**src/hw/rtl/moving_obstacle_segment_detector_defines.svh**
```systemverilog
// ----------------------------------------------------------------------------
// Moving obstacle segment detector: assertion macros
// Shared concurrent assertion wrappers, clocked on clk_i and held off by
// rst_ni. They expand to nothing in synthesis.
// ----------------------------------------------------------------------------
`ifndef MOVING_OBSTACLE_SEGMENT_DETECTOR_DEFINES_SVH
`define MOVING_OBSTACLE_SEGMENT_DETECTOR_DEFINES_SVH

`ifndef SYNTHESIS

// same-cycle implication
`define MOSD_ASSERT_SAME(lbl, ante, cons) \
  lbl: assert property (@(posedge clk_i) disable iff (!rst_ni) (ante) |-> (cons)) \
    else $error("mosd assertion failed");

// next-cycle implication
`define MOSD_ASSERT_NEXT(lbl, ante, cons) \
  lbl: assert property (@(posedge clk_i) disable iff (!rst_ni) (ante) |=> (cons)) \
    else $error("mosd assertion failed");

`else

`define MOSD_ASSERT_SAME(lbl, ante, cons)
`define MOSD_ASSERT_NEXT(lbl, ante, cons)

`endif

`endif

```
**src/hw/rtl/mosd_pkg.sv**
```systemverilog
// ----------------------------------------------------------------------------
// Moving obstacle segment detector package
// Register indices, configuration record and reset values.
// ----------------------------------------------------------------------------
package mosd_pkg;

  localparam int unsigned CfgDataW = 16;
  localparam int unsigned CfgIdxW  = 3;
  localparam int unsigned GroupW   = 8;
  localparam int unsigned ThrW     = 16;

  typedef enum logic [CfgIdxW-1:0] {
    CFG_ENABLE         = 3'd0,
    CFG_GROUP_SIZE     = 3'd1,
    CFG_MIN_Y_EXTENT   = 3'd2,
    CFG_MAX_Y_EXTENT   = 3'd3,
    CFG_X_SPAN_MAX     = 3'd4,
    CFG_MIN_X_DISTANCE = 3'd5,
    CFG_MIN_STEP       = 3'd6,
    CFG_MAX_STEP       = 3'd7
  } cfg_reg_e;

  typedef struct packed {
    logic              enable;
    logic [GroupW-1:0] group_size;
    logic [ThrW-1:0]   min_y_extent;
    logic [ThrW-1:0]   max_y_extent;
    logic [ThrW-1:0]   x_span_max;
    logic [ThrW-1:0]   min_x_distance;
    logic [ThrW-1:0]   min_step;
    logic [ThrW-1:0]   max_step;
  } cfg_t;

  localparam logic [GroupW-1:0] GroupSizeRst = 8'd5;
  localparam logic [GroupW-1:0] GroupSizeMin = 8'd2;
  localparam logic [ThrW-1:0]   ThrLowRst    = 16'h0000;
  localparam logic [ThrW-1:0]   ThrHighRst   = 16'hFFFF;

endpackage

```
**src/hw/rtl/mosd_if.sv**
```systemverilog
// ----------------------------------------------------------------------------
// Moving obstacle segment detector channels
// Segment input channel and verdict output channel, valid/ready.
// ----------------------------------------------------------------------------
interface mosd_seg_if #(
  parameter int COORD_WIDTH = 16
);
  logic                          valid;
  logic                          ready;
  logic signed [COORD_WIDTH-1:0] first_x;
  logic signed [COORD_WIDTH-1:0] first_y;
  logic signed [COORD_WIDTH-1:0] last_x;
  logic signed [COORD_WIDTH-1:0] last_y;
  logic                          end_of_frame;

  modport source (output valid, first_x, first_y, last_x, last_y, end_of_frame,
                  input ready);
  modport sink (input valid, first_x, first_y, last_x, last_y, end_of_frame,
                output ready);
endinterface

interface mosd_res_if;
  logic valid;
  logic ready;
  logic moving_obstacle;

  modport source (output valid, moving_obstacle, input ready);
  modport sink (input valid, moving_obstacle, output ready);
endinterface

```
**src/hw/rtl/mosd_cfg_regs.sv**
```systemverilog
// ----------------------------------------------------------------------------
// Configuration registers
// Write-only register file for the detector thresholds and controls.
// ----------------------------------------------------------------------------
module mosd_cfg_regs
  import mosd_pkg::*;
(
  input  logic                clk_i,
  input  logic                rst_ni,
  input  logic                cfg_we_i,
  input  logic [CfgIdxW-1:0]  cfg_idx_i,
  input  logic [CfgDataW-1:0] cfg_wdata_i,
  output cfg_t                cfg_o
);

  cfg_t cfg_q, cfg_d;

  always_comb begin
    cfg_d = cfg_q;
    if (cfg_we_i) begin
      case (cfg_reg_e'(cfg_idx_i))
        CFG_ENABLE:         cfg_d.enable         = cfg_wdata_i[0];
        CFG_GROUP_SIZE:     cfg_d.group_size     = cfg_wdata_i[GroupW-1:0];
        CFG_MIN_Y_EXTENT:   cfg_d.min_y_extent   = cfg_wdata_i[ThrW-1:0];
        CFG_MAX_Y_EXTENT:   cfg_d.max_y_extent   = cfg_wdata_i[ThrW-1:0];
        CFG_X_SPAN_MAX:     cfg_d.x_span_max     = cfg_wdata_i[ThrW-1:0];
        CFG_MIN_X_DISTANCE: cfg_d.min_x_distance = cfg_wdata_i[ThrW-1:0];
        CFG_MIN_STEP:       cfg_d.min_step       = cfg_wdata_i[ThrW-1:0];
        CFG_MAX_STEP:       cfg_d.max_step       = cfg_wdata_i[ThrW-1:0];
        default:            cfg_d = cfg_q;
      endcase
    end
  end

  always_ff @(posedge clk_i or negedge rst_ni) begin
    if (!rst_ni) begin
      cfg_q.enable         <= 1'b0;
      cfg_q.group_size     <= GroupSizeRst;
      cfg_q.min_y_extent   <= ThrLowRst;
      cfg_q.max_y_extent   <= ThrHighRst;
      cfg_q.x_span_max     <= ThrHighRst;
      cfg_q.min_x_distance <= ThrLowRst;
      cfg_q.min_step       <= ThrLowRst;
      cfg_q.max_step       <= ThrHighRst;
    end else begin
      cfg_q <= cfg_d;
    end
  end

  assign cfg_o = cfg_q;

endmodule

```
**src/hw/rtl/mosd_seg_filter.sv**
```systemverilog
// ----------------------------------------------------------------------------
// Segment window filter
// Strict window tests on y extent, x width and x distance of both ends.
// ----------------------------------------------------------------------------
module mosd_seg_filter
  import mosd_pkg::*;
#(
  parameter int COORD_WIDTH = 16
) (
  input  cfg_t                          cfg_i,
  input  logic signed [COORD_WIDTH-1:0] first_x_i,
  input  logic signed [COORD_WIDTH-1:0] first_y_i,
  input  logic signed [COORD_WIDTH-1:0] last_x_i,
  input  logic signed [COORD_WIDTH-1:0] last_y_i,
  output logic                          keep_o
);

  localparam int ExtW = COORD_WIDTH + 1;
  localparam int CmpW = (ExtW > ThrW + 1) ? ExtW : ThrW + 1;

  logic [ExtW-1:0] ey_diff, wx_diff, ey_abs, wx_abs;
  logic [ExtW-1:0] fx_ext, lx_ext, fx_abs, lx_abs;

  // widen by one bit so differences and magnitudes cannot overflow
  assign ey_diff = {first_y_i[COORD_WIDTH-1], first_y_i} - {last_y_i[COORD_WIDTH-1], last_y_i};
  assign wx_diff = {first_x_i[COORD_WIDTH-1], first_x_i} - {last_x_i[COORD_WIDTH-1], last_x_i};
  assign fx_ext  = {first_x_i[COORD_WIDTH-1], first_x_i};
  assign lx_ext  = {last_x_i[COORD_WIDTH-1], last_x_i};

  assign ey_abs = ey_diff[ExtW-1] ? (~ey_diff + 1'b1) : ey_diff;
  assign wx_abs = wx_diff[ExtW-1] ? (~wx_diff + 1'b1) : wx_diff;
  assign fx_abs = fx_ext[ExtW-1]  ? (~fx_ext + 1'b1)  : fx_ext;
  assign lx_abs = lx_ext[ExtW-1]  ? (~lx_ext + 1'b1)  : lx_ext;

  assign keep_o = (CmpW'(ey_abs) > CmpW'(cfg_i.min_y_extent)) &&
                  (CmpW'(ey_abs) < CmpW'(cfg_i.max_y_extent)) &&
                  (CmpW'(wx_abs) < CmpW'(cfg_i.x_span_max)) &&
                  (CmpW'(fx_abs) > CmpW'(cfg_i.min_x_distance)) &&
                  (CmpW'(lx_abs) > CmpW'(cfg_i.min_x_distance));

endmodule

```
**src/hw/rtl/mosd_group_tracker.sv**
```systemverilog
// ----------------------------------------------------------------------------
// Group tracker
// Counts kept samples, checks y steps and folds group verdicts into the
// frame verdict.
// ----------------------------------------------------------------------------
`include "moving_obstacle_segment_detector_defines.svh"

module mosd_group_tracker
  import mosd_pkg::*;
#(
  parameter int COORD_WIDTH = 16
) (
  input  logic                          clk_i,
  input  logic                          rst_ni,
  input  cfg_t                          cfg_i,
  input  logic                          fire_i,
  input  logic                          keep_i,
  input  logic signed [COORD_WIDTH-1:0] first_y_i,
  input  logic                          eof_i,
  output logic                          emit_o,
  output logic                          verdict_o
);

  localparam int ExtW = COORD_WIDTH + 1;
  localparam int CmpW = (ExtW > ThrW + 1) ? ExtW : ThrW + 1;

  logic [GroupW-1:0]      kept_count_q, kept_count_d;
  logic [COORD_WIDTH-1:0] prev_y_q, prev_y_d;
  logic                   steps_ok_q, steps_ok_d;
  logic                   verdict_q, verdict_d;

  logic                   active;
  logic [ExtW-1:0]        step_diff, step_abs;
  logic                   step_ok, steps_now, verdict_now;
  logic [GroupW-1:0]      need, count_inc;

  assign active    = fire_i && cfg_i.enable;
  assign step_diff = {first_y_i[COORD_WIDTH-1], first_y_i} - {prev_y_q[COORD_WIDTH-1], prev_y_q};
  assign step_abs  = step_diff[ExtW-1] ? (~step_diff + 1'b1) : step_diff;
  assign step_ok   = (CmpW'(step_abs) > CmpW'(cfg_i.min_step)) &&
                     (CmpW'(step_abs) < CmpW'(cfg_i.max_step));
  assign need      = (cfg_i.group_size < GroupSizeMin) ? GroupSizeMin : cfg_i.group_size;
  assign count_inc = kept_count_q + 1'b1;
  // first sample of a group has no step to judge
  assign steps_now = (kept_count_q == '0) ? 1'b1 : (steps_ok_q && step_ok);

  always_comb begin
    kept_count_d = kept_count_q;
    prev_y_d     = prev_y_q;
    steps_ok_d   = steps_ok_q;
    verdict_now  = verdict_q;
    if (active && keep_i) begin
      prev_y_d = first_y_i;
      if (count_inc >= need) begin
        // group complete: fold its verdict and start afresh
        verdict_now  = verdict_q || steps_now;
        kept_count_d = '0;
        steps_ok_d   = 1'b1;
      end else begin
        kept_count_d = count_inc;
        steps_ok_d   = steps_now;
      end
    end
    verdict_d = (active && eof_i) ? 1'b0 : verdict_now;
  end

  always_ff @(posedge clk_i or negedge rst_ni) begin
    if (!rst_ni) begin
      kept_count_q <= '0;
      prev_y_q     <= '0;
      steps_ok_q   <= 1'b1;
      verdict_q    <= 1'b0;
    end else begin
      kept_count_q <= kept_count_d;
      prev_y_q     <= prev_y_d;
      steps_ok_q   <= steps_ok_d;
      verdict_q    <= verdict_d;
    end
  end

  assign emit_o    = cfg_i.enable && eof_i;
  assign verdict_o = verdict_now;

  `MOSD_ASSERT_NEXT(a_disabled_frozen, !cfg_i.enable, $stable(kept_count_q) && $stable(verdict_q) && $stable(steps_ok_q))
  `MOSD_ASSERT_NEXT(a_eof_clears_verdict, active && eof_i, !verdict_q)
  `MOSD_ASSERT_NEXT(a_group_start_clean, active && keep_i && kept_count_q == '0, steps_ok_q)

endmodule

```
**src/hw/rtl/moving_obstacle_segment_detector.sv**
```systemverilog
// ----------------------------------------------------------------------------
// Moving obstacle segment detector
// Window-filters lidar segments, tracks groups of kept samples and reports
// one moving-obstacle verdict per frame.
// ----------------------------------------------------------------------------
// Takes one segment word per clock when not stalled and gives one verdict
// word for each end-of-frame segment while enabled. A segment is latched in
// the input register, then filtered and folded into the group state as it
// advances, and an end-of-frame verdict lands in the result register at that
// same moment. The rate is set by the group-state update (one y subtract and
// two compares against the previous kept y). Input is stalled only while a
// verdict sits unread in the result register and the latched segment ends
// a frame while enabled. The user is to write thresholds through the plain
// write port while the block is idle; the block does not enforce this.
`include "moving_obstacle_segment_detector_defines.svh"

module moving_obstacle_segment_detector
  import mosd_pkg::*;
#(
  parameter int COORD_WIDTH = 16
) (
  input  logic                clk_i,
  input  logic                rst_ni,
  mosd_seg_if.sink            seg_in,
  mosd_res_if.source          res_out,
  input  logic                cfg_we_i,
  input  logic [CfgIdxW-1:0]  cfg_idx_i,
  input  logic [CfgDataW-1:0] cfg_wdata_i
);

  cfg_t cfg;

  logic                          s1_valid_q;
  logic signed [COORD_WIDTH-1:0] s1_fx_q, s1_fy_q, s1_lx_q, s1_ly_q;
  logic                          s1_eof_q;
  logic                          s1_adv, in_fire;
  logic                          keep, tr_emit, tr_verdict;
  logic                          res_valid_q, res_q;

  mosd_cfg_regs u_cfg (
    .clk_i       (clk_i),
    .rst_ni      (rst_ni),
    .cfg_we_i    (cfg_we_i),
    .cfg_idx_i   (cfg_idx_i),
    .cfg_wdata_i (cfg_wdata_i),
    .cfg_o       (cfg)
  );

  // advance unless a verdict would land on an unread one
  assign s1_adv       = s1_valid_q && (!tr_emit || !res_valid_q || res_out.ready);
  assign seg_in.ready = !s1_valid_q || s1_adv;
  assign in_fire      = seg_in.valid && seg_in.ready;

  always_ff @(posedge clk_i or negedge rst_ni) begin
    if (!rst_ni) begin
      s1_valid_q <= 1'b0;
    end else if (seg_in.ready) begin
      s1_valid_q <= seg_in.valid;
    end
  end

  always_ff @(posedge clk_i) begin
    if (in_fire) begin
      s1_fx_q  <= seg_in.first_x;
      s1_fy_q  <= seg_in.first_y;
      s1_lx_q  <= seg_in.last_x;
      s1_ly_q  <= seg_in.last_y;
      s1_eof_q <= seg_in.end_of_frame;
    end
  end

  mosd_seg_filter #(
    .COORD_WIDTH (COORD_WIDTH)
  ) u_filter (
    .cfg_i     (cfg),
    .first_x_i (s1_fx_q),
    .first_y_i (s1_fy_q),
    .last_x_i  (s1_lx_q),
    .last_y_i  (s1_ly_q),
    .keep_o    (keep)
  );

  mosd_group_tracker #(
    .COORD_WIDTH (COORD_WIDTH)
  ) u_tracker (
    .clk_i     (clk_i),
    .rst_ni    (rst_ni),
    .cfg_i     (cfg),
    .fire_i    (s1_adv),
    .keep_i    (keep),
    .first_y_i (s1_fy_q),
    .eof_i     (s1_eof_q),
    .emit_o    (tr_emit),
    .verdict_o (tr_verdict)
  );

  always_ff @(posedge clk_i or negedge rst_ni) begin
    if (!rst_ni) begin
      res_valid_q <= 1'b0;
    end else if (s1_adv && tr_emit) begin
      res_valid_q <= 1'b1;
    end else if (res_out.ready) begin
      res_valid_q <= 1'b0;
    end
  end

  always_ff @(posedge clk_i) begin
    if (s1_adv && tr_emit) begin
      res_q <= tr_verdict;
    end
  end

  assign res_out.valid           = res_valid_q;
  assign res_out.moving_obstacle = res_q;

  `MOSD_ASSERT_NEXT(a_s1_hold, s1_valid_q && !s1_adv, s1_valid_q && $stable(s1_fy_q) && $stable(s1_eof_q))
  `MOSD_ASSERT_SAME(a_no_res_overwrite, res_valid_q && !res_out.ready, !(s1_adv && tr_emit))
  `MOSD_ASSERT_NEXT(a_res_from_eof, !res_valid_q, !res_valid_q || $past(s1_adv && tr_emit))

endmodule
```
**src/flat_wrapper.sv**
```systemverilog
// flat-port wrapper written by rule: the top's interface ports become plain ports
module moving_obstacle_segment_detector_flat import mosd_pkg::*;
#(
  parameter int COORD_WIDTH = 16
)
  (clk_i, rst_ni, cfg_we_i, cfg_idx_i, cfg_wdata_i, seg_in_valid, seg_in_first_x, seg_in_first_y, seg_in_last_x, seg_in_last_y, seg_in_end_of_frame, seg_in_ready, res_out_valid, res_out_moving_obstacle, res_out_ready);
  mosd_seg_if #(.COORD_WIDTH(COORD_WIDTH)) seg_in_i ();
  mosd_res_if res_out_i ();
  input  logic clk_i;
  input  logic rst_ni;
  input  logic cfg_we_i;
  input  logic [CfgIdxW-1:0] cfg_idx_i;
  input  logic [CfgDataW-1:0] cfg_wdata_i;
  input wire logic [$bits(seg_in_i.valid)-1:0] seg_in_valid;
  input wire logic [$bits(seg_in_i.first_x)-1:0] seg_in_first_x;
  input wire logic [$bits(seg_in_i.first_y)-1:0] seg_in_first_y;
  input wire logic [$bits(seg_in_i.last_x)-1:0] seg_in_last_x;
  input wire logic [$bits(seg_in_i.last_y)-1:0] seg_in_last_y;
  input wire logic [$bits(seg_in_i.end_of_frame)-1:0] seg_in_end_of_frame;
  output wire logic [$bits(seg_in_i.ready)-1:0] seg_in_ready;
  output wire logic [$bits(res_out_i.valid)-1:0] res_out_valid;
  output wire logic [$bits(res_out_i.moving_obstacle)-1:0] res_out_moving_obstacle;
  input wire logic [$bits(res_out_i.ready)-1:0] res_out_ready;
  assign seg_in_i.valid = seg_in_valid;
  assign seg_in_i.first_x = seg_in_first_x;
  assign seg_in_i.first_y = seg_in_first_y;
  assign seg_in_i.last_x = seg_in_last_x;
  assign seg_in_i.last_y = seg_in_last_y;
  assign seg_in_i.end_of_frame = seg_in_end_of_frame;
  assign seg_in_ready = seg_in_i.ready;
  assign res_out_valid = res_out_i.valid;
  assign res_out_moving_obstacle = res_out_i.moving_obstacle;
  assign res_out_i.ready = res_out_ready;
  moving_obstacle_segment_detector #(.COORD_WIDTH(COORD_WIDTH)) u_core (.clk_i(clk_i), .rst_ni(rst_ni), .seg_in(seg_in_i), .res_out(res_out_i), .cfg_we_i(cfg_we_i), .cfg_idx_i(cfg_idx_i), .cfg_wdata_i(cfg_wdata_i));
endmodule
```
**config.mk**
```make
export PLATFORM = sky130hd
export DESIGN_NAME = moving_obstacle_segment_detector_flat
export DESIGN_NICKNAME = d
export VERILOG_FILES = /design/src/hw/rtl/mosd_pkg.sv /design/src/hw/rtl/mosd_if.sv /design/src/hw/rtl/mosd_cfg_regs.sv /design/src/hw/rtl/mosd_seg_filter.sv /design/src/hw/rtl/mosd_group_tracker.sv /design/src/hw/rtl/moving_obstacle_segment_detector.sv /design/src/flat_wrapper.sv
export VERILOG_INCLUDE_DIRS = /design/src /design/src/hw/rtl
export SDC_FILE = /design/constraint.sdc
export NUM_CORES = 1
export LEC_CHECK = 0
export BUFFER_PORTS_ARGS = -buffer_cell sky130_fd_sc_hd__buf_2
export CAP_MARGIN = 10
export CORE_ASPECT_RATIO = 0.8
export CORE_UTILIZATION = 40
export DETAILED_ROUTE_END_ITERATION = 10
export PLACE_DENSITY = 0.58
export SLEW_MARGIN = 20
export SYNTH_ARGS = -nofsm -noshare
export SYNTH_HDL_FRONTEND = slang
export SYNTH_HIERARCHICAL = 1
export SYNTH_SLANG_ARGS = --single-unit
export TNS_END_PERCENT = 20
```
**constraint.sdc**
```tcl
create_clock -name clk_i -period 6.1 [get_ports clk_i]
set_input_delay 0.915 -clock clk_i [delete_from_list [all_inputs] [get_ports clk_i]]
set_output_delay 0.915 -clock clk_i [all_outputs]
set_load 0.05 [all_outputs]
```
==> results.json <==
{
  "critical_path.top_delay_family": "compound AO/OA/AOI/OAI gates",
  "wl_um": 34160,
  "r2r-start": "u_core/s1_fx_q[0]",
  "portBuffers": 91,
  "r2r_slack_ps": 410,
  "ir_drop_mv": 0.1361,
  "ys.flop_type": "dfrtp_1",
  "globalRouteTotalUtil_pct": 19.01,
  "drtIter0Drc": 652,
  "core_area_sq_um": 35920,
  "wl_met1_um": 17480,
  "timing_worst_setup_path_type": "reg2reg",
  "critPathMaxFanout": 9,
  "dp_cells": 1971,
  "cts_setup_buffers": 0,
  "die-area_sq_um": 37250,
  "grt_antenna_before_repair": 1,
  "setup_viol": 0,
  "cp_num_buf_inv": 3,
  "gp_congestion": 0.8491,
  "diodes": 0,
  "wl_met2_um": 14970,
  "synth_area_leaders": "ha_1 (15%), dfrtp_1 (14%), edfxtp_1 (14%)",
  "slowest_delay_ps": 400,
  "fin_crit_sh_pct": 93.30,
  "wl_met3_um": 1302,
  "status": "complete, no violations",
  "p_leak_nw": 7.294,
  "avgSynthCellArea_sq_um": 10.27,
  "layout-drive-gt1-share_pct": 22.39,
  "hold_viol": 0,
  "grt_pass1_vias": 10530,
  "synth_seq_cells": 199,
  "tns_ps": 0,
  "hold_path.class": "in2async",
  "h-tree-depth": 4,
  "synth_nets": 1685,
  "viasPerCell": 5.262,
  "yosys.area.top_type_share_pct": 14.75,
  "yosysTopAreaCell": "ha_1",
  "drc": 0,
  "drv_cap": 0,
  "grt_pass1_wl_um": 55690,
  "maxSlewViolCount": 0,
  "initial_core_util_pct": 40.62,
  "finalNonFillerCells": 2003,
  "relSlewSlack_pct": 30.78,
  "cts_root_buf": "clkbuf_16",
  "rsz0062_at_grt": "no",
  "cts_buffer_depth": 2,
  "ys_seq_area_share_pct": 36.84,
  "routed.top_layer": "met4",
  "dr.pass1.iters": 5,
  "grt-ovfl-total": 0,
  "critical-path-slowest-cell": "fa_1",
  "die_w_um": 215.5,
  "die_h_um": 172.8,
  "clock_sinks": 199,
  "fin_area_sq_um": 16100,
  "grt_max_degree": 96,
  "row_count": 62,
  "r2r_end": "u_core/res_out.moving_obstacle",
  "end_kind": "register",
  "crit_top_cell": "a21oi_1",
  "ant_nets": 0,
  "tightestPinTransition_ps": 1038,
  "crit_arrival_ps": 6030,
  "clk_latency_ps": 470,
  "yosys_warnings": 6,
  "wire_per_inst_um": 17.05,
  "placed_cell_area_sq_um": 15510,
  "cts_buffers": 17,
  "worst_setup_path_start_kind": "register",
  "io_pins": 92,
  "synth_cells": 1421,
  "synth_cell_types": 93,
  "synth_area_sq_um": 14590,
  "holdWs_ps": 505.3,
  "powerDensity_nw_per_um2": 344.3,
  "finalCriticalPeriod_ps": 5691,
  "dr_total_vias": 10540,
  "cts_tree": "yes",
  "clock-skew-final_ps": 15.25,
  "n_fill_cell": 3460,
  "dp_hpwl_um": 26890,
  "syn2layout_area_growth_pct": 10.34,
  "reg2reg_depth": 27,
  "clkTransAtPathRegs_ps": 70,
  "nets": 1774,
  "worst-endpoint-required_ps": 6440,
  "synth_edf_count": 66,
  "max_freq_mhz": 175.7,
  "synthArstFlopShare_pct": 66.83
}
cells in the final DEF, fill, tap and decap left out, types with 20 or more instances in the layout:
master	synthesis	routed
nand2_1	82	82
o21ai_0	76	76
nand3_1	33	33
dfrtp_1	82	82
xnor2_1	80	80
a21o_1	35	35
dfstp_2	51	51
mux2_4	20	20
nor3_1	24	23
xor2_1	22	21
o21a_1	23	23
buf_2	10	90
edfxtp_1	66	66
mux2_2	86	86
a21oi_1	62	62
inv_1	164	164
nor2_1	78	78
ha_1	172	172
sequential cells by signal, indices dropped and copies added (netlist names):
signal / count
u_core/u_cfg/cfg_o: 105
u_core/u_tracker/steps_ok_q: 1
u_core/u_tracker/prev_y_q: 16
u_core/res_out.valid: 1
u_core/s1_lx_q: 16
u_core/s1_fx_q: 16
u_core/s1_fy_q: 16
u_core/s1_eof_q: 1
u_core/s1_ly_q: 16
u_core/s1_valid_q: 1
u_core/u_tracker/kept_count_q: 8
u_core/u_tracker/verdict_q: 1
u_core/res_out.moving_obstacle: 1
routing by layer:
metal  up-vias  global-route usage (%)
li1       5263                       -
met1      5088                   27.91
met2       165                   29.27
met3        23                   2.621
met4         0                   4.876
met5         -                       0
timing repair:
item	in CTS	in global routing
hold buffers	0	0
setup endpoints to repair	0	21
resized for setup	0	3
synth_stat cells (9+ instances only):
cell and instances:
a21o_1 35, a21oi_1 62, a31oi_1 15, buf_2 10, clkbuf_1 9, dfrtp_1 82
dfstp_2 51, edfxtp_1 66, ha_1 172, inv_1 164, mux2_2 86, mux2_4 20
nand2_1 82, nand2b_1 16, nand3_1 33, nand4_1 19, nor2_1 78, nor2b_1 14
nor3_1 24, o21a_1 23, o21ai_0 76, o31ai_1 12, xnor2_1 80, xor2_1 22
worst reg2reg max path, delay by kind of cell, from the launching register on:
family,cells,cell delay (ps)
AO/OA/AOI/OAI,15,2990
flip-flops,1,370
XOR/XNOR,1,160
multiplexers,1,200
buffers and inverters,3,340
adder cells (fa/ha/maj),3,840
AND/OR/NAND/NOR,4,670
where the power goes:
part	switching (mW)	internal [mW]	total (mW)
Sequential	0.137	1.66	1.80
Clock	0.553	0.588	1.14
Combinational	1.43	1.17	2.60
Total	2.12	3.42	5.54
worst max path at each step:
| stage | slack, ps | to | startpoint | cells past startpoint |
|---|---|---|---|---|
| floorplan | 890 | u_core/u_tracker/prev_y_q[13] | u_core/s1_fx_q[0] | 26 |
| global placement | 440 | u_core/res_out.moving_obstacle | u_core/s1_fx_q[0] | 26 |
| detailed placement | 370 | u_core/res_out.moving_obstacle | u_core/s1_fx_q[0] | 26 |
| CTS | 300 | u_core/res_out.moving_obstacle | u_core/s1_fx_q[0] | 26 |
| global route | 30 | u_core/res_out.moving_obstacle | u_core/s1_fx_q[0] | 27 |
| finish | 410 | u_core/res_out.moving_obstacle | u_core/s1_fx_q[0] | 27 |
per-stage QoR:
step | worst slack [ps] | total power [mW] | util (%)
6_report | 408.6 | 5.542 | 44.82
2_1_floorplan | 889.4 | 3.801 | -
5_1_grt | 26.43 | 6.044 | 44.82
3_3_place_gp | 444.3 | 4.355 | 43.17
3_5_place_dp | 373.8 | 4.420 | 43.17
4_1_cts | 298.4 | 5.606 | 44.78
logic make-up after synthesis:
logic type | share of synthesized area, %
XOR/XNOR | 6.569
flip-flops | 36.84
AND/OR/NAND/NOR | 12.41
adder cells (fa/ha/maj) | 15.16
multiplexers | 8.902
AO/OA/AOI/OAI | 14.49
buffers and inverters | 5.635
final cells by class:
type / instances / area (sq um) / area share (%)
timing repair buffer: 99 / 521.8 / 3.241
clock inverter: 13 / 135.1 / 0.8394
clock buffer: 19 / 442.9 / 2.751
sequential: 199 / 5374 / 33.38
multi-input combinational: 1029 / 8408 / 52.23
tap: 480 / 600.6 / 3.731
inverter: 164 / 615.6 / 3.824
No activity file was read; power rests on OpenSTA's default activity.
